<file path="config.mk">
export PLATFORM = sky130hd
export DESIGN_NAME = periodic_task_timer_table_top_flat
export DESIGN_NICKNAME = d
export VERILOG_FILES = /design/src/hw/rtl/ptt_pkg.sv /design/src/hw/rtl/ptt_req_if.sv /design/src/hw/rtl/ptt_rsp_if.sv /design/src/hw/rtl/ptt_ctrl.sv /design/src/hw/rtl/ptt_dp.sv /design/src/hw/rtl/periodic_task_timer_table_top.sv /design/src/flat_wrapper.sv
export SDC_FILE = /design/constraint.sdc
export NUM_CORES = 2
export LEC_CHECK = 0
export CORE_ASPECT_RATIO = 0.9
export CORE_UTILIZATION = 37
export CTS_CLUSTER_SIZE = 40
export DETAILED_ROUTE_END_ITERATION = 8
export DONT_BUFFER_PORTS = 1
export GPL_TIMING_DRIVEN = 0
export PLACE_DENSITY = 0.57
export SKIP_LAST_GASP = 1
export SYNTH_ARGS = -nofsm -noshare
export SYNTH_HDL_FRONTEND = slang
export SYNTH_SLANG_ARGS = --single-unit
export TNS_END_PERCENT = 10
</file>
<file path="constraint.sdc">
create_clock -name clk -period 16.55 [get_ports clk]
set_input_delay 2.4825 -clock clk [delete_from_list [all_inputs] [get_ports clk]]
set_output_delay 2.4825 -clock clk [all_outputs]
set_load 0.005 [all_outputs]
</file>
<file path="src/hw/rtl/ptt_pkg.sv">
// ----------------------------------------------------------------------------
// Periodic task timer table package
// Shared sizes, codes and the controller/datapath command and status types.
// ----------------------------------------------------------------------------
package ptt_pkg;

	localparam int TASK_SLOTS   = 16;
	localparam int TIME_BITS    = 48;
	localparam int ELAPSED_BITS = 16;

	localparam int SLOT_W  = $clog2(TASK_SLOTS);
	localparam int FRESH_W = SLOT_W + 1;
	localparam int CD_W    = 34;
	localparam int EL_W    = (ELAPSED_BITS < 16) ? ELAPSED_BITS : 16;

	// input actions
	localparam logic [2:0] ACT_TICK    = 3'd0;
	localparam logic [2:0] ACT_CREATE  = 3'd1;
	localparam logic [2:0] ACT_DELETE  = 3'd2;
	localparam logic [2:0] ACT_SUSPEND = 3'd3;
	localparam logic [2:0] ACT_RESUME  = 3'd4;

	// result kinds
	localparam logic [1:0] EV_ACK  = 2'd0;
	localparam logic [1:0] EV_DUE  = 2'd1;
	localparam logic [1:0] EV_IDLE = 2'd2;

	// result status
	localparam logic [1:0] STS_OK    = 2'd0;
	localparam logic [1:0] STS_FULL  = 2'd1;
	localparam logic [1:0] STS_EMPTY = 2'd2;

	// suspend modes
	localparam logic [1:0] MODE_RUN     = 2'd0;
	localparam logic [1:0] MODE_TIMED   = 2'd1;
	localparam logic [1:0] MODE_FOREVER = 2'd2;

	typedef struct packed {
		logic take_ok;    // input channel open
		logic cmd_exec;   // execute latched command and load its acknowledge
		logic walk_step;  // process the slot at the walk index
		logic report;     // load the idle report
	} ctl_t;

	typedef struct packed {
		logic req_valid;
		logic req_tick;
		logic out_free;
		logic walk_stall;
		logic walk_last;
	} sts_t;

endpackage

</file>
<file path="src/hw/rtl/ptt_req_if.sv">
// ----------------------------------------------------------------------------
// Request channel
// Valid/ready channel carrying one command or tick transaction.
// ----------------------------------------------------------------------------
interface ptt_req_if;
	logic        valid;
	logic        ready;
	logic [2:0]  action;
	logic [3:0]  slot;
	logic [31:0] period;
	logic [31:0] first_delay;
	logic [31:0] delay;
	logic        forever_req;
	logic [15:0] elapsed;

	modport source (output valid, action, slot, period, first_delay, delay, forever_req,
		elapsed, input ready);
	modport sink (input valid, action, slot, period, first_delay, delay, forever_req,
		elapsed, output ready);
endinterface

</file>
<file path="src/hw/rtl/ptt_rsp_if.sv">
// ----------------------------------------------------------------------------
// Response channel
// Valid/ready channel carrying one acknowledge, due event or idle report.
// ----------------------------------------------------------------------------
interface ptt_rsp_if;
	logic        valid;
	logic        ready;
	logic [1:0]  event_kind;
	logic [3:0]  task_slot;
	logic [1:0]  status;
	logic [31:0] idle_ms;
	logic        last;

	modport source (output valid, event_kind, task_slot, status, idle_ms, last,
		input ready);
	modport sink (input valid, event_kind, task_slot, status, idle_ms, last,
		output ready);
endinterface

</file>
<file path="src/hw/rtl/ptt_ctrl.sv">
// ----------------------------------------------------------------------------
// Periodic task timer controller
// Sequences command execution, the slot walk of a tick and the idle report.
// ----------------------------------------------------------------------------
module ptt_ctrl (
	input  logic          clk,
	input  logic          arst_n,
	input  ptt_pkg::sts_t sts,
	output ptt_pkg::ctl_t ctl
);

	localparam logic [2:0] S_IDLE   = 3'd0;
	localparam logic [2:0] S_CMD    = 3'd1;
	localparam logic [2:0] S_WALK   = 3'd2;
	localparam logic [2:0] S_DRAIN  = 3'd3;
	localparam logic [2:0] S_REPORT = 3'd4;

	logic [2:0] state_q;
	logic [2:0] state_d;

	always_comb begin
		ctl       = '0;
		state_d   = state_q;
		unique case (state_q)
			S_IDLE: begin
				ctl.take_ok = 1'b1;
				if (sts.req_valid) begin
					state_d = sts.req_tick ? S_WALK : S_CMD;
				end
			end
			S_CMD: begin
				ctl.cmd_exec = sts.out_free;
				if (sts.out_free) begin
					state_d = S_IDLE;
				end
			end
			S_WALK: begin
				ctl.walk_step = !sts.walk_stall;
				if (!sts.walk_stall && sts.walk_last) begin
					state_d = S_DRAIN;
				end
			end
			S_DRAIN: begin
				// last slot's countdown enters the minimum here
				state_d = S_REPORT;
			end
			S_REPORT: begin
				ctl.report = sts.out_free;
				if (sts.out_free) begin
					state_d = S_IDLE;
				end
			end
			default: begin
				state_d = S_IDLE;
			end
		endcase
	end

	always_ff @(posedge clk or negedge arst_n) begin
		if (!arst_n) begin
			state_q <= S_IDLE;
		end else begin
			state_q <= state_d;
		end
	end

endmodule

</file>
<file path="src/hw/rtl/ptt_dp.sv">
// ----------------------------------------------------------------------------
// Periodic task timer datapath
// Slot table, clock, walk arithmetic, running minimum and result register.
// ----------------------------------------------------------------------------
module ptt_dp (
	input  logic          clk,
	input  logic          arst_n,
	input  ptt_pkg::ctl_t ctl,
	output ptt_pkg::sts_t sts,
	ptt_req_if.sink       req,
	ptt_rsp_if.source     rsp
);

	localparam int SW = ptt_pkg::SLOT_W;
	localparam int CW = ptt_pkg::CD_W;
	localparam int TW = ptt_pkg::TIME_BITS;
	localparam int EW = ptt_pkg::EL_W;

	// latched item
	logic [2:0]  act_q;
	logic [3:0]  slot_q;
	logic [31:0] period_q;
	logic [31:0] first_q;
	logic [31:0] delay_q;
	logic        forever_q;
	logic [EW-1:0] el_q;

	// slot table
	logic [ptt_pkg::TASK_SLOTS-1:0] used_q;
	logic [31:0]   per_mem_q  [ptt_pkg::TASK_SLOTS];
	logic [CW-1:0] cd_mem_q   [ptt_pkg::TASK_SLOTS];
	logic [1:0]    mode_mem_q [ptt_pkg::TASK_SLOTS];
	logic [TW-1:0] wake_mem_q [ptt_pkg::TASK_SLOTS];

	logic [TW-1:0]                cur_time_q;
	logic [ptt_pkg::FRESH_W-1:0]  nf_q;
	logic [SW-1:0]                walk_idx_q;
	logic [31:0]                  best_q;

	logic          valid_s1;
	logic          used_s1;
	logic [CW-1:0] cd_s1;

	logic        out_valid_q;
	logic [1:0]  kind_q;
	logic [3:0]  tslot_q;
	logic [1:0]  status_q;
	logic [31:0] idle_q;
	logic        last_q;

	logic accept;
	logic out_free;

	// command decode
	logic          slot_ok;
	logic [SW-1:0] cmd_idx;
	logic          addr_used;
	logic          fresh_avail;
	logic [SW-1:0] free_idx;
	logic          free_any;
	logic [SW-1:0] create_idx;
	logic          create_ok;

	// walk
	logic [31:0]   per_r;
	logic [CW-1:0] cd_r;
	logic [1:0]    mode_r;
	logic [TW-1:0] wake_r;
	logic          used_r;
	logic [1:0]    new_mode;
	logic [CW:0]   dec;
	logic          sat;
	logic [CW-1:0] sat_cd;
	logic          due;
	logic [CW-1:0] reload_cd;
	logic [CW-1:0] new_cd;
	logic          due_run;

	// table write port and result load
	logic          wr_en_per;
	logic          wr_en_cd;
	logic          wr_en_mode;
	logic          wr_en_wake;
	logic [SW-1:0] wr_idx;
	logic [CW-1:0] wr_cd;
	logic [1:0]    wr_mode;
	logic          set_used;
	logic          clr_used;
	logic          bump_fresh;
	logic          ld_out;
	logic [1:0]    ld_kind;
	logic [3:0]    ld_tslot;
	logic [1:0]    ld_status;
	logic [31:0]   ld_idle;
	logic          ld_last;

	assign accept    = req.valid && ctl.take_ok;
	assign req.ready = ctl.take_ok;
	assign out_free  = !out_valid_q || rsp.ready;

	// command decode
	assign slot_ok     = 32'(slot_q) < 32'(ptt_pkg::TASK_SLOTS);
	assign cmd_idx     = SW'(slot_q);
	assign addr_used   = slot_ok && used_q[cmd_idx];
	assign fresh_avail = nf_q < ptt_pkg::FRESH_W'(ptt_pkg::TASK_SLOTS);

	always_comb begin
		free_idx = '0;
		free_any = 1'b0;
		for (int i = ptt_pkg::TASK_SLOTS - 1; i >= 0; i--) begin
			if (!used_q[i]) begin
				free_idx = SW'(i);
				free_any = 1'b1;
			end
		end
	end

	assign create_idx = fresh_avail ? SW'(nf_q) : free_idx;
	assign create_ok  = fresh_avail || free_any;

	// walk arithmetic on the slot at the walk index
	assign per_r  = per_mem_q[walk_idx_q];
	assign cd_r   = cd_mem_q[walk_idx_q];
	assign mode_r = mode_mem_q[walk_idx_q];
	assign wake_r = wake_mem_q[walk_idx_q];
	assign used_r = used_q[walk_idx_q];

	assign new_mode = (mode_r == ptt_pkg::MODE_TIMED && cur_time_q >= wake_r) ?
		ptt_pkg::MODE_RUN : mode_r;

	assign dec       = {cd_r[CW-1], cd_r} - {{(CW + 1 - EW){1'b0}}, el_q};
	assign sat       = dec[CW] & ~dec[CW-1];
	assign sat_cd    = sat ? {1'b1, {(CW - 1){1'b0}}} : dec[CW-1:0];
	assign due       = sat_cd[CW-1] || (sat_cd == '0);
	// floor plus period needs no adder: the floor has only its top bit set
	assign reload_cd = sat ? {2'b10, per_r} :
		(cd_r - {{(CW - EW){1'b0}}, el_q} + {2'b00, per_r});
	assign new_cd    = due ? reload_cd : sat_cd;
	assign due_run   = used_r && due && (new_mode == ptt_pkg::MODE_RUN);

	assign sts.req_valid  = req.valid;
	assign sts.req_tick   = req.action == ptt_pkg::ACT_TICK;
	assign sts.out_free   = out_free;
	assign sts.walk_stall = due_run && !out_free;
	assign sts.walk_last  = walk_idx_q == SW'(ptt_pkg::TASK_SLOTS - 1);

	always_comb begin
		wr_en_per  = 1'b0;
		wr_en_cd   = 1'b0;
		wr_en_mode = 1'b0;
		wr_en_wake = 1'b0;
		wr_idx     = cmd_idx;
		wr_cd      = new_cd;
		wr_mode    = new_mode;
		set_used   = 1'b0;
		clr_used   = 1'b0;
		bump_fresh = 1'b0;
		ld_out     = 1'b0;
		ld_kind    = ptt_pkg::EV_ACK;
		ld_tslot   = slot_q;
		ld_status  = ptt_pkg::STS_OK;
		ld_idle    = '0;
		ld_last    = 1'b1;
		if (ctl.walk_step) begin
			wr_idx     = walk_idx_q;
			wr_en_cd   = used_r;
			wr_en_mode = used_r;
			if (due_run) begin
				ld_out   = 1'b1;
				ld_kind  = ptt_pkg::EV_DUE;
				ld_tslot = 4'(walk_idx_q);
				ld_last  = 1'b0;
			end
		end else if (ctl.report) begin
			ld_out   = 1'b1;
			ld_kind  = ptt_pkg::EV_IDLE;
			ld_tslot = '0;
			ld_idle  = best_q;
		end else if (ctl.cmd_exec) begin
			ld_out = 1'b1;
			case (act_q) inside
				ptt_pkg::ACT_CREATE: begin
					if (create_ok) begin
						wr_idx     = create_idx;
						wr_en_per  = 1'b1;
						wr_en_cd   = 1'b1;
						wr_cd      = {2'b00, first_q};
						wr_en_mode = 1'b1;
						wr_mode    = ptt_pkg::MODE_FOREVER;
						set_used   = 1'b1;
						bump_fresh = fresh_avail;
						ld_tslot   = 4'(create_idx);
					end else begin
						ld_tslot  = '0;
						ld_status = ptt_pkg::STS_FULL;
					end
				end
				ptt_pkg::ACT_DELETE, ptt_pkg::ACT_SUSPEND, ptt_pkg::ACT_RESUME: begin
					if (!addr_used) begin
						ld_status = ptt_pkg::STS_EMPTY;
					end else if (act_q == ptt_pkg::ACT_DELETE) begin
						clr_used = 1'b1;
					end else if (act_q == ptt_pkg::ACT_SUSPEND) begin
						wr_en_mode = 1'b1;
						wr_mode    = forever_q ? ptt_pkg::MODE_FOREVER : ptt_pkg::MODE_TIMED;
						wr_en_wake = !forever_q;
					end else begin
						wr_en_mode = 1'b1;
						wr_mode    = ptt_pkg::MODE_RUN;
					end
				end
				default: begin
					// unknown action: echo the slot, change nothing
				end
			endcase
		end
	end

	// item latch and table storage
	always_ff @(posedge clk) begin
		if (accept) begin
			act_q     <= req.action;
			slot_q    <= req.slot;
			period_q  <= req.period;
			first_q   <= req.first_delay;
			delay_q   <= req.delay;
			forever_q <= req.forever_req;
			el_q      <= EW'(req.elapsed);
		end
		if (wr_en_per) begin
			per_mem_q[wr_idx] <= period_q;
		end
		if (wr_en_cd) begin
			cd_mem_q[wr_idx] <= wr_cd;
		end
		if (wr_en_mode) begin
			mode_mem_q[wr_idx] <= wr_mode;
		end
		if (wr_en_wake) begin
			wake_mem_q[wr_idx] <= cur_time_q + {{(TW - 32){1'b0}}, delay_q};
		end
		used_s1 <= used_r;
		cd_s1   <= new_cd;
		if (ld_out) begin
			kind_q   <= ld_kind;
			tslot_q  <= ld_tslot;
			status_q <= ld_status;
			idle_q   <= ld_idle;
			last_q   <= ld_last;
		end
	end

	always_ff @(posedge clk or negedge arst_n) begin
		if (!arst_n) begin
			used_q      <= '0;
			cur_time_q  <= '0;
			nf_q        <= '0;
			walk_idx_q  <= '0;
			best_q      <= '1;
			valid_s1    <= 1'b0;
			out_valid_q <= 1'b0;
		end else begin
			if (accept) begin
				walk_idx_q <= '0;
				best_q     <= '1;
				if (req.action == ptt_pkg::ACT_TICK) begin
					cur_time_q <= cur_time_q + {{(TW - EW){1'b0}}, EW'(req.elapsed)};
				end
			end else begin
				if (ctl.walk_step) begin
					walk_idx_q <= walk_idx_q + SW'(1);
				end
				// fold the previous slot's countdown into the minimum
				if (valid_s1 && used_s1 && !cd_s1[CW-1] && cd_s1 != '0 &&
						cd_s1[31:0] < best_q) begin
					best_q <= cd_s1[31:0];
				end
			end
			valid_s1 <= ctl.walk_step;
			if (set_used) begin
				used_q[wr_idx] <= 1'b1;
			end
			if (clr_used) begin
				used_q[cmd_idx] <= 1'b0;
			end
			if (bump_fresh) begin
				nf_q <= nf_q + ptt_pkg::FRESH_W'(1);
			end
			if (ld_out) begin
				out_valid_q <= 1'b1;
			end else if (rsp.ready) begin
				out_valid_q <= 1'b0;
			end
		end
	end

	assign rsp.valid      = out_valid_q;
	assign rsp.event_kind = kind_q;
	assign rsp.task_slot  = tslot_q;
	assign rsp.status     = status_q;
	assign rsp.idle_ms    = idle_q;
	assign rsp.last       = last_q;

`ifndef SYNTHESIS
	a_load_when_free: assert property (@(posedge clk) disable iff (!arst_n)
		ld_out |-> out_free)
		else $error("result register overwritten while occupied");

	a_fresh_bound: assert property (@(posedge clk) disable iff (!arst_n)
		nf_q <= ptt_pkg::FRESH_W'(ptt_pkg::TASK_SLOTS))
		else $error("fresh slot counter beyond table size");

	a_walk_restart: assert property (@(posedge clk) disable iff (!arst_n)
		accept |=> (walk_idx_q == '0 && best_q == '1))
		else $error("walk not restarted on accepted transaction");

	a_idle_report: assert property (@(posedge clk) disable iff (!arst_n)
		(rsp.valid && rsp.event_kind == ptt_pkg::EV_IDLE) |-> (rsp.last && rsp.task_slot == '0))
		else $error("idle report not final or carries a slot");

	a_ack_last: assert property (@(posedge clk) disable iff (!arst_n)
		(rsp.valid && rsp.event_kind != ptt_pkg::EV_IDLE) |->
		(rsp.last == (rsp.event_kind == ptt_pkg::EV_ACK)))
		else $error("last flag does not match result kind");
`endif

endmodule

</file>
<file path="src/hw/rtl/periodic_task_timer_table_top.sv">
// ----------------------------------------------------------------------------
// Periodic task timer table
// Task slot table with create/delete/suspend/resume commands and tick walk.
// ----------------------------------------------------------------------------
// Usage:
//   req carries one transaction per command or tick (valid/ready). rsp returns
//   results (valid/ready); the final result of each transaction has last set.
//   Commands (create, delete, suspend, resume, unknown) give one acknowledge:
//   the command is accepted, then executed once the result register is free.
//   A tick walks every slot, one slot per cycle through the single table read
//   port while no due event waits on a stalled rsp, emitting a due event for
//   each running slot that comes due, then an idle report with the least
//   positive countdown (all ones when none). A tick is accepted, walks the
//   slots, folds the last countdown into the minimum in a drain step, then
//   loads the idle report.
//   When rsp stalls, a due event waits in the result register and the walk
//   holds on the next due slot until the register drains; req stays closed
//   until the current transaction has loaded its final result.
//   Reset (arst_n low) empties the table and zeroes the clock; slot contents
//   are written by create before use.
// ----------------------------------------------------------------------------
module periodic_task_timer_table_top (
	input  logic      clk,
	input  logic      arst_n,
	ptt_req_if.sink   req,
	ptt_rsp_if.source rsp
);

	ptt_pkg::ctl_t ctl;
	ptt_pkg::sts_t sts;

	ptt_ctrl u_ctrl (
		.clk    (clk),
		.arst_n (arst_n),
		.sts    (sts),
		.ctl    (ctl)
	);

	ptt_dp u_dp (
		.clk    (clk),
		.arst_n (arst_n),
		.ctl    (ctl),
		.sts    (sts),
		.req    (req),
		.rsp    (rsp)
	);

endmodule

</file>
<file path="src/flat_wrapper.sv">
// flat-port wrapper written by rule: the top's interface ports become plain ports
module periodic_task_timer_table_top_flat 
  (clk, arst_n, req_valid, req_action, req_slot, req_period, req_first_delay, req_delay, req_forever_req, req_elapsed, req_ready, rsp_valid, rsp_event_kind, rsp_task_slot, rsp_status, rsp_idle_ms, rsp_last, rsp_ready);
  ptt_req_if req_i ();
  ptt_rsp_if rsp_i ();
  input  logic clk;
  input  logic arst_n;
  input wire logic [$bits(req_i.valid)-1:0] req_valid;
  input wire logic [$bits(req_i.action)-1:0] req_action;
  input wire logic [$bits(req_i.slot)-1:0] req_slot;
  input wire logic [$bits(req_i.period)-1:0] req_period;
  input wire logic [$bits(req_i.first_delay)-1:0] req_first_delay;
  input wire logic [$bits(req_i.delay)-1:0] req_delay;
  input wire logic [$bits(req_i.forever_req)-1:0] req_forever_req;
  input wire logic [$bits(req_i.elapsed)-1:0] req_elapsed;
  output wire logic [$bits(req_i.ready)-1:0] req_ready;
  output wire logic [$bits(rsp_i.valid)-1:0] rsp_valid;
  output wire logic [$bits(rsp_i.event_kind)-1:0] rsp_event_kind;
  output wire logic [$bits(rsp_i.task_slot)-1:0] rsp_task_slot;
  output wire logic [$bits(rsp_i.status)-1:0] rsp_status;
  output wire logic [$bits(rsp_i.idle_ms)-1:0] rsp_idle_ms;
  output wire logic [$bits(rsp_i.last)-1:0] rsp_last;
  input wire logic [$bits(rsp_i.ready)-1:0] rsp_ready;
  assign req_i.valid = req_valid;
  assign req_i.action = req_action;
  assign req_i.slot = req_slot;
  assign req_i.period = req_period;
  assign req_i.first_delay = req_first_delay;
  assign req_i.delay = req_delay;
  assign req_i.forever_req = req_forever_req;
  assign req_i.elapsed = req_elapsed;
  assign req_ready = req_i.ready;
  assign rsp_valid = rsp_i.valid;
  assign rsp_event_kind = rsp_i.event_kind;
  assign rsp_task_slot = rsp_i.task_slot;
  assign rsp_status = rsp_i.status;
  assign rsp_idle_ms = rsp_i.idle_ms;
  assign rsp_last = rsp_i.last;
  assign rsp_i.ready = rsp_ready;
  periodic_task_timer_table_top u_core (.clk(clk), .arst_n(arst_n), .req(req_i), .rsp(rsp_i));
endmodule
</file>
== Word-level counts from Yosys, hierarchy flattened ==
Memories as Yosys holds them, arrays and structs flattened.
Cells that the tools add are included.

* Add/subtract/negate cells: 7
* Order comparisons: 8
* Equal/unequal tests: 13
* Multiplexer cells: 141
* Bitwise logic cells: 7
* Reduce and logical (&&, ||, !) cells: 34

{| class="wikitable"
|+ Operator list
! operator !! number
|-
| 2-to-1 mux 34 bit || 8
|-
| 2-to-1 mux 4 bit || 30
|-
| 2-to-1 mux 1 bit || 74
|-
| 2-to-1 mux 32 bit || 2
|-
| adder 48 x 16 -> 48 bit || 1
|-
| adder 48 x 32 -> 48 bit || 1
|-
| greater-or-equal comparator 48 bit || 1
|-
| subtractor 34 x 17 -> 35 bit || 1
|-
| adder 34 x 32 -> 34 bit || 1
|-
| logical NOT 34 bit || 1
|-
| 2-to-1 mux 2 bit || 17
|-
| nonzero test 34 bit || 1
|-
| subtractor 34 x 16 -> 34 bit || 1
|-
| less-than comparator 32 bit || 1
|-
| 2-to-1 mux 16 bit || 2
|-
| AND 16 bit || 1
|-
| NOT 16 bit || 1
|-
| bitwise OR 16 bit || 1
|-
| less-than comparator 4 x 5 -> 1 bit, second input constant || 3
|-
| == test 3 x 2 -> 1 bit, second input constant || 4
|-
| logical AND 1 bit || 12
|-
| case mux 3 bit (4 select lines) || 1
|-
| 2-to-1 mux 3 bit || 3
|-
| binary-select mux 1 bit (select 4 bit) || 2
|-
| 22 further kinds || 40
|}

* Flip-flop bits (word level): 306
* Bits in writable memories: 1856
* Bits of input ports: 124
* Output and inout port bits: 43
* Logic and storage cells: 236
* Memories: 4

{| class="wikitable"
|+ Memory list
! memory !! words !! width !! rd ports !! clocked after Yosys merged registers in !! wr ports !! line !! source
|-
| u_core.u_dp.wake_mem_q || 16 || 48 || 1 || 0 || 1 || ptt_dp.sv:33 || <nowiki>logic [TW-1:0] wake_mem_q [ptt_pkg::TASK_SLOTS];</nowiki>
|-
| u_core.u_dp.cd_mem_q || 16 || 34 || 1 || 0 || 1 || ptt_dp.sv:31 || <nowiki>logic [CW-1:0] cd_mem_q [ptt_pkg::TASK_SLOTS];</nowiki>
|-
| u_core.u_dp.per_mem_q || 16 || 32 || 1 || 0 || 1 || ptt_dp.sv:30 || <nowiki>logic [31:0] per_mem_q [ptt_pkg::TASK_SLOTS];</nowiki>
|-
| u_core.u_dp.mode_mem_q || 16 || 2 || 1 || 0 || 1 || ptt_dp.sv:32 || <nowiki>logic [1:0] mode_mem_q [ptt_pkg::TASK_SLOTS];</nowiki>
|}

== Logic depth before layout (Yosys ltp) ==
* Word-level depth: 30
* Depth in mapped cells: 32
* Mapped depth without buffers: 21

== By module ==
A second synthesis with hierarchy kept.

* Cells, all modules: 4927
* Area total of the unflattened synthesis: 90948.5 sq um

{| class="wikitable"
|+ Modules (own cells, without submodules)
! module !! instances !! cells each !! area each (sq um) !! seq. area each (sq um)
|-
| ptt_dp || 1 || 4910 || 90775.8 || 63986.4
|-
| ptt_ctrl || 1 || 17 || 172.7 || 75.1
|}

== Worst setup path before layout ==
No wires, ideal clock.

* Path kind: reg2reg
* From: register u_core.u_dp.walk_idx_q[0]
* To: memory u_core.u_dp.wake_mem_q[11][0] (netlist name), enable pin
* Setup time: 513 ps
* Data arrival time: 11280 ps
* Required time: 16037 ps
* Path slack: 4757 ps
* Cell stages (with the launch flop): 28
* Buffers on the path: 11
* Period minus slack after synthesis: 11793 ps
* Cells stage by stage: dfrtp_1 -> buf_4 -> buf_4 -> buf_2 -> buf_4 -> buf_2 -> buf_2 -> buf_2 -> buf_2 -> buf_2 -> buf_1 -> mux4_2 -> mux4_2 -> ha_1 -> nor2b_1 -> o31a_1 -> o311a_1 -> or3b_1 -> a2111o_1 -> o31a_1 -> a2111o_1 -> nor4_2 -> a21oi_2 -> nand2_4 -> inv_2 -> a211o_1 -> clkbuf_1 -> nor3_1

{| class="wikitable"
|+ RTL lines
! item !! line !! source
|-
| start, declared || ptt_dp.sv:37 || <nowiki>logic [SW-1:0] walk_idx_q;</nowiki>
|-
| start signal, assigned || ptt_dp.sv:271 || <nowiki>walk_idx_q <= walk_idx_q + SW'(1);</nowiki>
|-
| end, declared || ptt_dp.sv:33 ||
|}

== Worst setup path after layout ==
* From: register u_core.u_dp.walk_idx_q[1]
* To: memory u_core.u_dp.per_mem_q[2][14], enable pin

* Word-level cells in the longest chain between the ends: 15
* Elaborated cells on any way between the ends: 25
* Those cells by class: add/sub: 1; order compare: 1; eq/ne: 1; mux: 9; bitwise: 2; reduce/logical: 8; memory: 3

{| class="wikitable"
|+ Ends and longest elaborated chain
! item !! line !! source
|-
| memory (16 x 34 bit) || -- ||
|-
| subtractor 34 x 17 -> 35 bit || ptt_dp.sv:131 || <nowiki>assign dec = {cd_r[CW-1], cd_r} - {{(CW + 1 - EW){1'b0}}, el_q};</nowiki>
|-
| NOT 1 bit || ptt_dp.sv:132 || <nowiki>assign sat = dec[CW] & ~dec[CW-1];</nowiki>
|-
| AND 1 bit || ptt_dp.sv:132 ||
|-
| 2-to-1 mux 34 bit || ptt_dp.sv:133 || <nowiki>assign sat_cd = sat ? {1'b1, {(CW - 1){1'b0}}} : dec[CW-1:0];</nowiki>
|-
| logical NOT 34 bit || ptt_dp.sv:134 || <nowiki>assign due = sat_cd[CW-1] || (sat_cd == '0);</nowiki>
|-
| logical OR 1 bit || ptt_dp.sv:134 ||
|-
| logical AND 1 bit (2 in series) || ptt_dp.sv:139 || <nowiki>assign due_run = used_r && due && (new_mode == ptt_pkg::MODE_RUN);</nowiki>
|-
| logical AND 1 bit || ptt_dp.sv:144 || <nowiki>assign sts.walk_stall = due_run && !out_free;</nowiki>
|-
| logical NOT 1 bit || ptt_ctrl.sv:38 || <nowiki>ctl.walk_step = !sts.walk_stall;</nowiki>
|-
| 2-to-1 mux 1 bit || ptt_ctrl.sv:24 || <nowiki>unique case (state_q)</nowiki>
|-
| 2-to-1 mux 1 bit || ptt_dp.sv:164 || <nowiki>if (ctl.walk_step) begin</nowiki>
|-
| 2-to-1 mux 1 bit || ptt_dp.sv:230 || <nowiki>if (wr_en_per) begin</nowiki>
|-
| 2-to-1 mux 1 bit (not written as such) || ptt_dp.sv:231 || <nowiki>per_mem_q[wr_idx] <= period_q;</nowiki>
|-
| end, declared || ptt_dp.sv:30 ||
|}

Parallel ways exist; a longest one is shown, timed or not. The select of a mux whose other input is x is not followed.

==> results.md <==
- Setup_tns: 0 ns
- Share of cells above drive strength 1: 0.2351
- Largest net degree at the start of global routing: 111
- Vias in the first global route: 49.95k
- Placed Cells: 8,461
- Number of remaining DRC errors: 0
- Detailed-route wire length: 266,600 µm
- Internal power: 11.96 mW
- Switching share of power: 0.3319
- Max-cap violations: 0
- Period utilisation layout: 0.8749
- IO Pins: 167
- CP endpoint kind: register
- Run status: finished, final reports clean
- Final setup viols: 0
- Drt pass-1 iters: 7
- Final cell count without fillers: 8,883
- Post-CTS Resized: 0
- Post-synth top area share: 0.6619
- Total track usage: 0.2126
- Most frequent cells in the layout: edfxtp_1 (2,017), mux4_2 (569), inv_1 (277)
- Post-Syn Instances: 5,034
- Sequential area share after synthesis: 0.7001
- Vias: 50.17k
- Cell area after synthesis: 91,510 µm²
- CTS sink cnt: 2,162
- Hold_buf cts: 0
- Row Count: 172
- M2 GR Usage: 0.3221
- Clock power frac: 0.277
- Most common cell after layout, fill and taps aside: edfxtp_1
- Final Util: 0.4314
- Sequential power share: 0.418
- Most crowded layer after global routing: met2
- TritonCTS Buffers: 225
- Synth Flop Type: edfxtp_1
- RSZ-0062 raised after global routing: false
- Vias/cell: 5.648
- Core ar.: 244,900 µm²
- Maximum fanout along the worst path: 10
- GR Overflow Total: 0
- Final Skew: 0.08671 ns
- Clock root cell: clkbuf_16
- CP max stage delay: 0.96 ns
- Area grow syn2layout: 15.46%
- Port bufs: 0
- Fin Hold WS: 0.5038 ns
- Syn. warnings: 0
- Placed cell area: 98,490 µm²
- CP startpoint kind: register
- Lkg Pwr: 35.18 nW
- Arrival time at the worst endpoint: 15.08 ns
- CP Buf/Inv Count: 14
- Slew @ Worst Pin: 1.464 ns
- Remaining antenna violation count: 0
- Mapped Nets: 5,372
- HP Class: register to register
- CP Data Required Time: 17.15 ns
- Gate power share: 0.305
- Pre-CTS setup slack: 2.270 ns
- Post-CTS Repair Setup Buffers: 0
- First-pass GRT wire length: 377,200 µm
- 1st-iter DRT viols: 5,805
- Fin crit period: 14.48 ns
- Global-route met1 utilization: 0.3049
- Largest delay share family, worst path: buffers and inverters
- Clk_lat worst skew: 0.90 ns
- Hpwl dp: 188,500 µm
- Peak supply drop: 0.1055 mV
- GP Congestion: 0.9109
- Die Area: 249,300 µm²
- Power density cells: 169.4 nW/µm²
- Psw: 5.941 mW
- Critical setup path kind: register to register
- Leading post-synthesis cells by cell area: edfxtp_1 (66%), mux4_2 (14%), ha_1 (2.7%)
- Synth Register Bits: 2,162
- Cell repeated most along the worst path: clkbuf_1
- Max frequency: 0.06907 GHz
- GRT met3 Usage: 0.04129
- Clk pin slew, worst setup/hold paths: 0.06 ns
- Worst slew margin: 0.02377
- CTS H-Tree Depth: 4
- Avg Cell Area, Syn: 18.18 µm²
- Nets: 5,807
- Initial Util: 0.3736
- Count of different cell masters after synthesis: 103
- Post-synth EDFFs: 2,017
- Setup ws final: 2.071 ns
- Die Wd: 526.2 µm
- Finished Cell Area: 105,700 µm²
- WL/cell: 30.01 µm
- Die Y-Extent: 473.8 µm
- Max-slew violation count: 0
- Clock Path Buffers: 4
- Fin. Hold Viols: 0
- Biggest area consumer among synthesized cells: edfxtp_1
- Total Power: 17.90 mW
- Initial antenna violation count: 19
- CP max stage cell: buf_1
- Async set-reset flop share out of synthesis: 0.05088
- CTS tree: yes
-- worst min-delay path, stage by stage, from the launching register on --
cell and delay [ns]:
dfxtp_1 0.32, nor2_1 0.10, mux2i_1 0.07
-- sequential cells by signal (all words and copies together) (netlist names), 16 cells and up --
signal / flops
u_core.u_dp.cd_s1: 34
u_core.u_dp.per_mem_q: 512
u_core.u_dp.mode_mem_q: 32
u_core.u_dp.el_q: 16
u_core.u_dp.rsp.idle_ms: 32
u_core.u_dp.cur_time_q: 48
u_core.u_dp.used_q: 16
u_core.u_dp.first_q: 32
u_core.u_dp.wake_mem_q: 768
u_core.u_dp.best_q: 32
u_core.u_dp.delay_q: 32
u_core.u_dp.cd_mem_q: 544
u_core.u_dp.period_q: 32
-- per-layer routing --
metal	vias to the layer above	share of wire
met3	436	0.079
met1	26577	0.43
met2	2109	0.45
met5	-	0.00051
met4	18	0.037
li1	21033	-
-- Yosys cell counts, drive strengths merged (7+ instances only) --
cell type / instances
a2111oi: 8
a211o: 10
a211oi: 15
a21boi: 9
a21o: 54
a21oi: 130
a22oi: 7
a2bb2oi: 9
a31oi: 15
and2: 22
and3: 20
buf: 81
clkbuf: 130
dfrtp: 78
dfstp: 32
dfxtp: 35
edfxtp: 2017
fa: 19
ha: 195
inv: 282
mux2: 48
mux2i: 74
mux4: 569
nand2: 190
nand2b: 26
nand3: 64
nand4: 25
nor2: 263
nor2b: 27
nor3: 113
nor3b: 8
nor4: 17
nor4b: 7
o2111ai: 7
o211ai: 9
o21a: 23
o21ai: 119
o21bai: 11
o22ai: 8
o31a: 7
o31ai: 13
or2: 15
or3: 11
xnor2: 72
xor2: 64
-- final timing paths --
kind | end | slack [ns] | from | cells past startpoint
worst max-delay path | u_core.u_dp.per_mem_q[2][14]$_DFFE_PP_ | 2.07 | u_core.u_dp.walk_idx_q[1]$_DFFE_PN0P_ | 28
worst min-delay path | u_core.u_dp.best_q[5]$_DFFE_PN1P_ | 0.50 | u_core.u_dp.cd_s1[5]$_DFF_P_ | 2
worst max register to register | u_core.u_dp.per_mem_q[2][14]$_DFFE_PP_ | 2.07 | u_core.u_dp.walk_idx_q[1]$_DFFE_PN0P_ | 28
worst min register to register | u_core.u_dp.best_q[5]$_DFFE_PN1P_ | 0.50 | u_core.u_dp.cd_s1[5]$_DFF_P_ | 2
max in group asynchronous | u_core.u_dp.best_q[21]$_DFFE_PN1P_ | 14.65 | arst_n | 0
min in group asynchronous | u_core.u_dp.cur_time_q[28]$_DFFE_PN0P_ | 1.34 | arst_n | 0
-- power groups by stage --
stage	Combinational, mW	Clock (mW)	Sequential, mW
after floorplan	3.57	0	7.45
after global placement	5.27	0	7.62
after detailed placement	5.42	0	7.60
after CTS	5.45	5.05	7.48
after global routing	5.88	5.25	7.51
final	5.46	4.96	7.48
-- cell families after synthesis --
kind of cell | share of synthesized area
AO/OA/AOI/OAI | 0.03686
XOR/XNOR | 0.01302
adder cells (fa/ha/maj) | 0.03082
buffers and inverters | 0.02141
flip-flops | 0.7001
multiplexers | 0.1542
AND/OR/NAND/NOR | 0.04363
-- area by class of cell --
| class | count | area [µm²] |
|---|---|---|
| Buffer | 211 | 903.4 |
| Sequential cell | 2162 | 64060 |
| Clock buffer | 278 | 5921 |
| Timing Repair Buffer | 208 | 2668 |
| Inverter | 283 | 1062 |
| Fill cell | 21456 | 139300 |
| Tap cell | 3219 | 4028 |
| Multi-Input combinational cell | 2378 | 25780 |
| Antenna cell | 16 | 40.04 |
| Clock inverter | 128 | 1191 |
No activity file was read; power rests on OpenSTA's default activity.
